## src/design/assert_macros.svh

```systemverilog
// Assertion macros shared by the section region translator RTL.
`ifndef ASSERT_MACROS_SVH
`define ASSERT_MACROS_SVH
`ifndef SYNTHESIS
// Clocked assertion, switched off while reset is high.
`define SRT_ASSERT(lbl, clk, rst, prop, msg) \
  lbl: assert property (@(posedge clk) disable iff (rst) prop) else $error(msg);
// Clocked assertion that also holds during reset.
`define SRT_ASSERT_ALWAYS(lbl, clk, prop, msg) \
  lbl: assert property (@(posedge clk) prop) else $error(msg);
`else
`define SRT_ASSERT(lbl, clk, rst, prop, msg)
`define SRT_ASSERT_ALWAYS(lbl, clk, prop, msg)
`endif
`endif

```

## src/design/srt_pkg.sv

```systemverilog
// Types and constants of the section region translator.
`timescale 1ns / 1ps
package srt_pkg;

  localparam int unsigned AW = 32;

  typedef enum logic [2:0] {
    OP_CLEAR  = 3'd0,
    OP_INSERT = 3'd1,
    OP_MAP    = 3'd2,
    OP_VALID  = 3'd3,
    OP_SAME   = 3'd4
  } op_t;

  // Register byte addresses on the configuration port.
  localparam logic [2:0] REG_IMAGE_BASE = 3'd0;

  // One stored section.
  typedef struct packed {
    logic [AW-1:0] virt_start;
    logic [AW-1:0] file_offset;
    logic [AW-1:0] extent;
  } entry_t;

  // Command broadcast to every cell of the table.
  typedef struct packed {
    logic          ins;
    entry_t        new_ent;
    logic [AW-1:0] addr_a;
    logic [AW-1:0] rel_a;
    logic [AW-1:0] rel_b;
  } cmd_t;

  // Lookup results carried along the row of cells.
  typedef struct packed {
    logic          map_hit;
    logic [AW-1:0] map_addr;
    logic          valid_hit;
    logic          same_hit;
  } chain_t;

endpackage

```

## src/design/srt_cell.sv

```systemverilog
// One table cell: holds a section entry and takes part in sorted insert and lookups.
`timescale 1ns / 1ps
module srt_cell
  import srt_pkg::*;
(
  input  logic   clk,
  input  cmd_t   cmd,
  input  logic   occ,
  input  logic   prev_occ,
  input  logic   prev_gt,
  input  entry_t prev_ent,
  input  logic   next_le,
  input  chain_t chain_in,
  output entry_t ent,
  output logic   gt,
  output logic   le,
  output chain_t chain_out
);

  logic          place;
  logic          sel;
  logic          in_a;
  logic          in_b;
  logic [AW:0]   range_end;
  logic [AW-1:0] map_val;

  // Ordering flags towards the neighbours.
  assign gt = occ && (ent.file_offset > cmd.new_ent.file_offset);
  assign le = occ && (cmd.addr_a >= ent.file_offset);

  // The new entry lands in the first cell that is free or holds a larger offset.
  assign place = cmd.ins && !prev_gt && (gt || !occ) && prev_occ;

  // Entry storage: shift right behind the insertion point, or take the new entry.
  always_ff @(posedge clk) begin
    if (cmd.ins && prev_gt) begin
      ent <= prev_ent;
    end else if (place) begin
      ent <= cmd.new_ent;
    end
  end

  // Range checks use a 33-bit end so a section reaching past 2^32 does not wrap.
  assign range_end = {1'b0, ent.virt_start} + {1'b0, ent.extent};
  assign in_a = ({1'b0, cmd.rel_a} >= {1'b0, ent.virt_start}) &&
                ({1'b0, cmd.rel_a} < range_end);
  assign in_b = ({1'b0, cmd.rel_b} >= {1'b0, ent.virt_start}) &&
                ({1'b0, cmd.rel_b} < range_end);

  // This cell maps the offset when it is the last one not above it.
  assign sel     = le && !next_le;
  assign map_val = cmd.addr_a - ent.file_offset + ent.virt_start;

  // Fold this cell's answers into the running results.
  always_comb begin
    chain_out.map_hit   = chain_in.map_hit | sel;
    chain_out.map_addr  = chain_in.map_addr | (sel ? map_val : '0);
    chain_out.valid_hit = chain_in.valid_hit | (occ && in_a);
    chain_out.same_hit  = chain_in.same_hit | (occ && in_a && in_b);
  end

endmodule

```

## config.mk

```make
export PLATFORM = sky130hd
export DESIGN_NAME = srt_cell
export DESIGN_NICKNAME = d
export VERILOG_FILES = /design/src/design/assert_macros.svh /design/src/design/srt_pkg.sv /design/src/design/srt_cell.sv
export SDC_FILE = /design/constraint.sdc
export NUM_CORES = 1
export LEC_CHECK = 0
export BUFFER_PORTS_ARGS = -buffer_cell sky130_fd_sc_hd__buf_2
export CORE_AREA = 2 2 180 182
export DETAILED_ROUTE_END_ITERATION = 6
export DIE_AREA = 0 0 182 184
export MAX_ROUTING_LAYER = met4
export PLACE_DENSITY = 0.67
export SLEW_MARGIN = 20
export SYNTH_ARGS = -nofsm -noshare
export SYNTH_HDL_FRONTEND = slang
export SYNTH_SLANG_ARGS = --single-unit
```

## constraint.sdc

```tcl
create_clock -name clk -period 26.9 [get_ports clk]
set_input_delay 4.035 -clock clk [delete_from_list [all_inputs] [get_ports clk]]
set_output_delay 4.035 -clock clk [all_outputs]
set_load 0.05 [all_outputs]
```

Word level (Yosys, flattened, before mapping)
Index checks and enable logic that the tools add are counted.
Widths: inputs -> output; s select.

cells by class
  add/sub/neg operators = 3
  magnitude comparators = 6
  mux-type cells = 3
  bitwise logic cells = 4
  reductions and logical operators = 16

operator list
  operator           number
  $mux 96            2
  $ge 32x32->1       3
  $lt 32x33->1       2
  $add 32x32->33     1
  $add 32x32->32     1
  $gt 32x32->1       1
  $mux 32            1
  $or 32x32->32      1
  $sub 32x32->32     1
  $logic_and 1x1->1  11
  $logic_not 1->1    3
  $or 1x1->1         3
  $reduce_bool 2->1  1
  $logic_or 1x1->1   1

storage, ports and cells
  flip-flop bits (word level) = 96
  input bits = 329
  output and inout port bits = 133
  logic and storage cells = 35

Longest topological paths before layout
Gate-level depths: netlist of the first run.

  depth after elaboration = 7
  gate-level depth with buffers = 22

Least setup slack after synthesis of the first run
Ideal clock, no wire load.

  path kind = input to register
  from = in cmd[137] (netlist name)
  to = reg ent[0] (netlist name) (enable)
  arrival = 12.117 ns
  data required time = 26.217 ns
  path slack = 14.100 ns
  stages = 12
  buffers on the path = 0
  path through = inv_1 -> ha_1 -> a21o_1 -> a21o_1 -> a21o_1 -> a21o_1 -> a21o_1 -> a21oi_1 -> o221a_2 -> o211ai_1 -> a21oi_1 -> o21ai_0

between the ends
  word-level cells in the longest chain between the ends = 6

ends and longest elaborated chain
  item                                line            source
  from (decl)                         srt_cell.sv:7   input cmd_t cmd,
  $gt 32x32->1                        srt_cell.sv:28  assign gt = occ && (ent.file_offset > cmd.new_ent.file_offset);
  $logic_and 1x1->1                   srt_cell.sv:28
  $logic_or 1x1->1                    srt_cell.sv:32  assign place = cmd.ins && !prev_gt && (gt || !occ) && prev_occ;
  $logic_and 1x1->1 (2 in a row)      srt_cell.sv:32
  $reduce_bool 2->1 (no source line)  --
  to (signal assigned)                srt_cell.sv:37  ent <= prev_ent;
  to (signal assigned)                srt_cell.sv:39  ent <= cmd.new_ent;
  to (decl)                           srt_cell.sv:14  output entry_t ent,

Every way passes these cells.
A chain may end at the register's enable or synchronous reset.

==> results.yml, run 1 <==
global_route:
  grt_usage: 0.248
  overflow: 0
  antenna_found_initial: 20
  grt_pass1_vias: 11693
  grt_max_degree: 51
  grt_first_pass_wirelength_um: 62300
synthesis:
  ys_ff_latch: 96
  netlist.area_leader.share: 0.248
  synthesis.nets: 1949
  ys_seq_area_frac: 0.229
  synth_area_leaders: "ha_1 25%, edfxtp_1 23%, mux2_2 8.6%"
  syn_area_mm2: 0.0126
  async_flop_share: 0
  synth_flop_cell: "edfxtp_1"
  yosys_warnings: 0
  syn_inst: 1338
  syn_area_per_cell_um2: 9.41
  yosysMostFrequentCell: "ha_1"
  synth-edff-count: 96
  netlist_top_cells_count: "250 x ha_1, 204 x inv_1, 103 x a21o_1"
  yosysTopAreaCell: "ha_1"
  yosysUniqueCellTypes: 62
clock_network:
  cts_tree: "done"
  ctsHoldBuffers: 0
  cts_buffers: 9
  cts_post_setup_buffers_inserted: 0
  clock_tree.root_cell: "clkbuf_16"
  path_clk_slew_ns: 0.08
  htreeDepth: 3
  insertion_delay_ns: 0.37
  clockBufferDepth: 2
  cts-resized-gates: 0
  cts.sinks: 96
cells_and_area:
  fin_area_mm2: 0.0157
  top_regs: "ent (96)"
  drive_above_1_share: 0.328
  layout.nets: 2407
  regMostFlops: "ent"
  area_growth_pct: 24.9
  largest_reg_flops: 96
  finalNonFillerCells: 2225
  nFillCells: 2994
placement:
  io_buffer_count: 461
  hpwl_um: 36000
  postPlaceCellArea_mm2: 0.0154
  placedCellCount: 2187
  place_congestion: 0.931
power_and_ir_drop:
  swShare: 0.452
  p_seq_frac: 0.251
  power_density_mw_per_mm2: 49.0
  p_comb_frac: 0.579
  power_frac_clock: 0.170
  total_power_mw: 0.771
  ir_worst_vdd_v: 0.0000294
  p_sw_mw: 0.349
  power.internal_mw: 0.423
  leakage_nw: 8.41
timing:
  finalHoldViolCount: 0
  drv_slew: 0
  fmax_mhz: 83.3
  rsz0062_at_grt: "no"
  fin_hold_ws_ns: 1.77
  tightestPinTransition_ns: 0.688
  slew_headroom: 0.542
  fin_tns_setup_ns: 0
  setup_viol: 0
  fin_crit_sh: 0.447
  timing.final.crit_period_ns: 12.01
  fin_skew_ns: 0.0111
die:
  rows: 65
  core_area_mm2: 0.0314
  initial_core_util: 0.401
  die_area_mm2: 0.0335
  die-height_um: 184
  io_pins: 462
  die_x_um: 182
routing:
  drtAntennaViolNets: 0
  drt_iter0_drc: 490
  drc: 0
  vias: 11701
  routedWlPerCell_um: 18.5
  drt_pass1_iterations: 5
  wirelength_um: 41100
  drt-vias-per-instance: 5.26
worst_setup_path:
  end_kind: "primary output"
  rrSetupSlack_ns: 23.67
  startpoint: "cmd[65]"
  critPathLaunchType: "primary input"
  r2r_start: "ent[41]$_DFFE_PP_"
  critPathRequiredTime_ns: 22.86
  cp.arrival_ns: 7.98
  worstPathMaxFanout: 5
  path_class: "in -> out"
worst_hold_path:
  hp-class: "reg -> reg"
  hold_start: "ent[63]$_DFFE_PP_"
flow_run:
  maxCapViolations: 0
status:
  outcome: "completed"
-- layer usage --
metal / GRT usage / up-vias / share of wire
li1: - / 5833 / -
met1: 0.311 / 5458 / 0.45
met2: 0.415 / 361 / 0.48
met3: 0.0353 / 49 / 0.048
met4: 0.0806 / 0 / 0.022
met5: - / - / 0
-- power groups by stage --
| stage | clock network, mW | registers (mW) | logic (mW) |
|---|---|---|---|
| floorplan | 0 | 0.235 | 0.286 |
| global placement | 0 | 0.197 | 0.436 |
| detailed placement | 0 | 0.197 | 0.444 |
| CTS | 0.134 | 0.194 | 0.447 |
| global route | 0.139 | 0.196 | 0.499 |
| finish | 0.131 | 0.194 | 0.447 |
-- kinds of logic after synthesis --
logic type	share of synthesized area
adders and majority gates	0.301
buffers and inverters	0.0662
xor gates and xnor gates	0.0375
and+or+nand+nor	0.0912
muxes	0.0858
AOI/OAI and AO/OA	0.190
DFF	0.229
-- path summary, 6_finish.rpt --
path	to	depth (start not counted)
hold / removal	ent[55]$_DFFE_PP_	6
hold reg to reg	ent[55]$_DFFE_PP_	6
setup reg to reg	ent[74]$_DFFE_PP_	12
setup / recovery	chain_out[30]	16
-- layout by cell type, fill, tap and decap left out, types with 7 or more instances in the layout --
cell / n
xnor2_1: 30
o211ai_1: 8
a211o_1: 9
and3_1: 13
o21ai_0: 57
inv_1: 204
nand2b_1: 15
mux2_2: 96
nand2_1: 49
diode_2: 22
nor2b_1: 19
o21a_1: 10
edfxtp_1: 96
ha_1: 250
nand4_1: 24
nor2_1: 54
a21oi_1: 93
buf_2: 461
a211oi_1: 18
xor2_1: 24
fa_1: 32
nand3_1: 20
nor3_1: 9
a2111oi_0: 7
a21o_1: 103
a31oi_1: 7
clkbuf_16: 9
-- layout make-up --
cell class / instances / area, µm² / area share
repair buffers: 465 / 2340 / 0.149
multi-input cells: 1020 / 8900 / 0.566
clock inverters: 7 / 62.6 / 0.00398
clock buffers: 9 / 225 / 0.0143
diodes: 22 / 55.1 / 0.00350
flip-flops and latches: 96 / 2880 / 0.183
well taps: 402 / 503 / 0.0320
inverters: 204 / 766 / 0.0487
-- per-stage QoR --
stage,setup WS [ns],util
finish,14.89,0.501
global route,14.44,0.501
global placement,14.93,0.490
CTS,14.86,0.499
detailed placement,14.87,0.490
floorplan,14.10,-
-- worst max-delay path: stages --
cell and delay [ns]:
buf_2 0.10, inv_1 0.06, fa_1 0.54, inv_1 0.07
fa_1 0.46, a21oi_1 0.19, nor2_1 0.07, a211oi_1 0.40
a211oi_1 0.22, a211oi_1 0.43, nor2_1 0.12, o31ai_1 0.59
nand3b_1 0.14, o311ai_0 0.12, a21o_1 0.16, buf_2 0.25
No activity file was read; power rests on OpenSTA's default activity.
==> inputs of run 2 (changes only) <==
Settings changed: CORE_AREA 2 2 180 182 to 2 2 177 179, DIE_AREA 0 0 182 184 to 0 0 179 181, PLACE_DENSITY 0.67 to 0.71.
Clock period 26.9 ns to 10.9 ns, I/O delays scaled along.
==> run 2 against run 1 <==
- sequential power increased by 150%
- non-clock buffer count unchanged
- via count is 1.5% higher
- flip-flop and latch count unchanged
- clock power grew to 3.0 times the previous value
- count of clock-buffer cells in the layout is 1 higher
- power grew to 2.6 times the previous value
- sequential share of layout area about the same
- cell area increased by 0.25%
- global-route usage increased by 1.0 points
==> results.yml, run 2 (synthesized netlist as in run 1, its figures left out) <==
clock_network:
  insertion_delay_ns: 0.37
  path_clk_slew_ns: 0.09
  cts_post_setup_buffers_inserted: 0
  cts_buffers: 9
  htreeDepth: 3
  clock_tree.root_cell: "clkbuf_16"
  cts.sinks: 96
  clockBufferDepth: 2
  cts-resized-gates: 0
  cts_tree: "done"
  ctsHoldBuffers: 0
global_route:
  grt_pass1_vias: 11885
  grt_max_degree: 57
  antenna_found_initial: 18
  grt_first_pass_wirelength_um: 62200
  grt_usage: 0.258
  overflow: 0
worst_setup_path:
  end_kind: "primary output"
  startpoint: "ent[64]$_DFFE_PP_"
  cp.arrival_ns: 6.07
  cp_slowest_stage_delay_ns: 0.47
  critPathLaunchType: "flop"
  path_class: "reg -> out"
  r2r_start: "ent[41]$_DFFE_PP_"
  worstPathMaxFanout: 5
  critPathBufInv: 1
  crit_chain: "ha_1 -> fa_1 -> a21o_1 -> a221o_1 -> a31o_1 -> a211o_1 -> a221o_1 -> a211oi_2 -> o21bai_1 -> xnor2_1 -> ha_1 -> a21o_1 -> a21o_1 -> a211o_1 -> a21oi_1 -> a21oi_1 -> a211o_1 -> o21ai_0 -> a41oi_1 -> o21bai_1 -> buf_2"
  crit_family: "compound AO/OA/AOI/OAI gates"
  critPathRequiredTime_ns: 9.27
  crit_slowest_cell: "edfxtp_1"
cells_and_area:
  layout.nets: 2407
  drive_above_1_share: 0.327
  final_core_util: 0.520
  largest_reg_flops: 96
  top_regs: "ent (96)"
  fin_area_mm2: 0.0158
  regMostFlops: "ent"
  final_common_cell: "buf_2"
  mostFrequentLayoutCells: "461 x buf_2, 250 x ha_1, 204 x inv_1"
  area_growth_pct: 25.2
routing:
  drc: 0
  drt-vias-per-instance: 5.36
  wirelength_um: 41500
  drt_pass1_iterations: 5
  vias: 11874
  routedWlPerCell_um: 18.7
  drtAntennaViolNets: 0
  drt_iter0_drc: 561
timing:
  slew_headroom: 0.507
  fin_crit_sh: 0.707
  setup_viol: 0
  drv_slew: 0
  finalHoldViolCount: 0
  tightestPinTransition_ns: 0.739
  timing.final.crit_period_ns: 7.71
  fmax_mhz: 130
  rsz0062_at_grt: "no"
  fin_tns_setup_ns: 0
  fin_skew_ns: 0.0176
die:
  initial_core_util: 0.415
  rows: 64
  die_area_mm2: 0.0324
  die-height_um: 181
  die_x_um: 179
  io_pins: 462
  core_area_mm2: 0.0303
status:
  outcome: "completed"
worst_hold_path:
  hold_start: "prev_ent[35]"
  hp-class: "in -> reg"
placement:
  postPlaceCellArea_mm2: 0.0154
  io_buffer_count: 461
  hpwl_um: 35900
  place_congestion: 0.966
power_and_ir_drop:
  total_power_mw: 1.97
  ir_worst_vdd_v: 0.0000650
  power_density_mw_per_mm2: 125
  leakage_nw: 8.44
flow_run:
  maxCapViolations: 0
run 2: area by class of cell:
type / instances / area, µm²
Multi-Input combinational cell: 1020 / 8900
Tap cell: 396 / 495
Clock buffer: 10 / 229
Timing Repair Buffer: 465 / 2340
Sequential cell: 96 / 2880
Antenna cell: 19 / 47.5
Fill cell: 2846 / 14600
Inverter: 204 / 766
Clock inverter: 6 / 113
run 2: per-layer routing:
layer / vias to the layer above / track usage / wire [µm]
li1: 5824 / - / -
met1: 5519 / 0.322 / 18100
met2: 455 / 0.423 / 19800
met3: 76 / 0.0253 / 2060
met4: 0 / 0.113 / 1570
met5: - / - / 0
run 2: path summary, 6_finish.rpt:
kind	end	cells past startpoint	slack (ns)
max	chain_out[0]	21	3.19
min	ent[35]$_DFFE_PP_	2	1.55
max reg2reg	ent[77]$_DFFE_PP_	12	7.60
min reg2reg	ent[52]$_DFFE_PP_	6	1.73
run 2: through the flow:
step           worst slack (ns)  hold WS [ns]  instances
4_1_cts                    3.20          1.54       2197
3_3_place_gp               3.69          1.72       2181
3_5_place_dp               3.66          1.74       2181
2_1_floorplan             0.500          1.85       1338
5_1_grt                    2.88          1.56       2215
6_report                   3.19          1.55       2216
run 2: report_power, final:
part	switching [mW]	internal, mW
Clock	0.163	0.226
Combinational	0.666	0.439
Sequential	0.0327	0.446
==> inputs of run 3 (changes only) <==
Settings changed: ABC_AREA set to 1, CORE_AREA 2 2 177 179 to 2 2 180 182, DIE_AREA 0 0 179 181 to 0 0 182 184.
Clock period 10.9 ns to 6.3 ns, I/O delays scaled along.
==> run 3 against run 2 <==
- worst setup slack worse by 2.4 ns
- core utilization down 0.22 points
- count of clock-buffer cells in the layout stayed put
==> results.yml, run 3 <==
routing:
  drt_iter0_drc: 564
  drt-vias-per-instance: 5.15
  drt_pass1_iterations: 7
  routedWlPerCell_um: 17.8
  drc: 0
  vias: 12732
  drtAntennaViolNets: 0
  wirelength_um: 44000
synthesis:
  yosysUniqueCellTypes: 60
  netlist_top_cells_count: "271 x inv_1, 250 x ha_1, 234 x nand2_1"
  syn_inst: 1588
  synth_area_leaders: "ha_1 24%, edfxtp_1 22%, inv_1 7.8%"
  ys_seq_area_frac: 0.220
  yosysMostFrequentCell: "inv_1"
  synth_flop_cell: "edfxtp_1"
  ys_ff_latch: 96
  yosysTopAreaCell: "ha_1"
  syn_area_per_cell_um2: 8.24
  syn_area_mm2: 0.0131
  synthesis.nets: 2199
  async_flop_share: 0
  netlist.area_leader.share: 0.239
  yosys_warnings: 0
  synth-edff-count: 96
worst_setup_path:
  cp.arrival_ns: 4.53
  critPathRequiredTime_ns: 5.35
  crit_family: "compound AO/OA/AOI/OAI gates"
  path_class: "reg -> out"
  crit_top_cell: "nand2_1"
  critPathBufInv: 2
  worstPathMaxFanout: 5
  crit_slowest_cell: "edfxtp_1"
  critPathLaunchType: "flop"
  end_kind: "primary output"
  cp_slowest_stage_delay_ns: 0.47
global_route:
  grt_usage: 0.266
  grt_max_degree: 78
  overflow: 0
  grt_first_pass_wirelength_um: 66200
  grt_pass1_vias: 12769
  antenna_found_initial: 18
timing:
  setup_viol: 0
  rsz0062_at_grt: "no"
  fin_hold_ws_ns: 0.864
  tightestPinTransition_ns: 0.835
  timing.final.crit_period_ns: 5.48
  fmax_mhz: 183
  fin_tns_setup_ns: 0
  fin_skew_ns: 0.0111
  slew_headroom: 0.443
  fin_crit_sh: 0.870
  layout_setup_ws_ns: 0.822
  finalHoldViolCount: 0
  drv_slew: 0
clock_network:
  clockBufferDepth: 2
  cts.sinks: 96
  clock_tree.root_cell: "clkbuf_16"
  cts-resized-gates: 0
  cts_tree: "done"
  htreeDepth: 3
  path_clk_slew_ns: 0.08
  cts_buffers: 9
  cts_post_setup_buffers_inserted: 0
  insertion_delay_ns: 0.38
  ctsHoldBuffers: 0
cells_and_area:
  final_core_util: 0.517
  layout.nets: 2655
  drive_above_1_share: 0.297
  final_common_cell: "buf_2"
  top_regs: "ent (96)"
  finalNonFillerCells: 2470
  area_growth_pct: 24.2
  mostFrequentLayoutCells: "461 x buf_2, 271 x inv_1, 250 x ha_1"
  largest_reg_flops: 96
  regMostFlops: "ent"
die:
  die_x_um: 182
  initial_core_util: 0.417
  rows: 65
  die-height_um: 184
  die_area_mm2: 0.0335
  core_area_mm2: 0.0314
  io_pins: 462
placement:
  place_congestion: 0.930
  placedCellCount: 2435
  io_buffer_count: 461
  pre_cts_slack_ns: 1.26
  hpwl_um: 38400
power_and_ir_drop:
  power_density_mw_per_mm2: 218
  leakage_nw: 8.60
  ir_worst_vdd_v: 0.000163
flow_run:
  maxCapViolations: 0
status:
  outcome: "completed"
worst_hold_path:
  hp-class: "in -> reg"
==> run 3: kinds of logic (layout without fill, tap and decap cells) <==
logic type	after synthesis	after routing	share of synthesized area
xor gates and xnor gates	59	59	0.0401
and+or+nand+nor	453	453	0.152
buffers and inverters	298	759	0.0857
other	0	19	0
DFF	96	96	0.220
muxes	65	65	0.0560
AOI/OAI and AO/OA	335	335	0.158
adders and majority gates	282	282	0.288
==> run 3: per-stage QoR <==
step	power [mW]	instance area [µm²]
floorplan	2.30	13100
global placement	2.83	15900
detailed placement	2.87	15900
CTS	3.54	16200
global route	3.81	16200
finish	3.54	16200
==> run 3: final timing paths <==
path | cells past startpoint | from | end | slack, ns
min reg2reg | 9 | ent[63]$_DFFE_PP_ | ent[93]$_DFFE_PP_ | 1.98
min | 2 | prev_ent[95] | ent[95]$_DFFE_PP_ | 0.86
max reg2reg | 15 | ent[33]$_DFFE_PP_ | ent[41]$_DFFE_PP_ | 2.66
max | 27 | ent[64]$_DFFE_PP_ | chain_out[0] | 0.82
==> run 3: where the power goes <==
part | internal [mW] | total [mW] | switching (mW)
Sequential | 0.773 | 0.830 | 0.0564
Combinational | 0.736 | 2.04 | 1.31
Clock | 0.391 | 0.665 | 0.274
Total | 1.90 | 3.54 | 1.64
==> run 3: final cells by class <==
cell class / instances / area (µm²)
Antenna cell: 19 / 47.5
Clock buffer: 10 / 229
Clock inverter: 6 / 113
Fill cell: 3111 / 15100
Inverter: 279 / 1050
Multi-Input combinational cell: 1194 / 9090
Sequential cell: 96 / 2880
Tap cell: 402 / 503
Timing Repair Buffer: 464 / 2330
==> run 3: worst reg2reg max path, delay by kind of cell (launching register included) <==
| kind | cells | cell delay [ns] |
|---|---|---|
| compound gates | 3 | 0.51 |
| simple gates | 9 | 1.25 |
| buf+inv | 2 | 0.64 |
| flops | 1 | 0.51 |
| fa+ha+maj | 1 | 0.35 |
==> run 3: routing by layer <==
metal,vias up,share of wire,track usage
met5,-,0,-
met4,0,0.035,0.121
met3,75,0.051,0.0386
met2,388,0.49,0.454
met1,5885,0.42,0.310
li1,6384,-,-
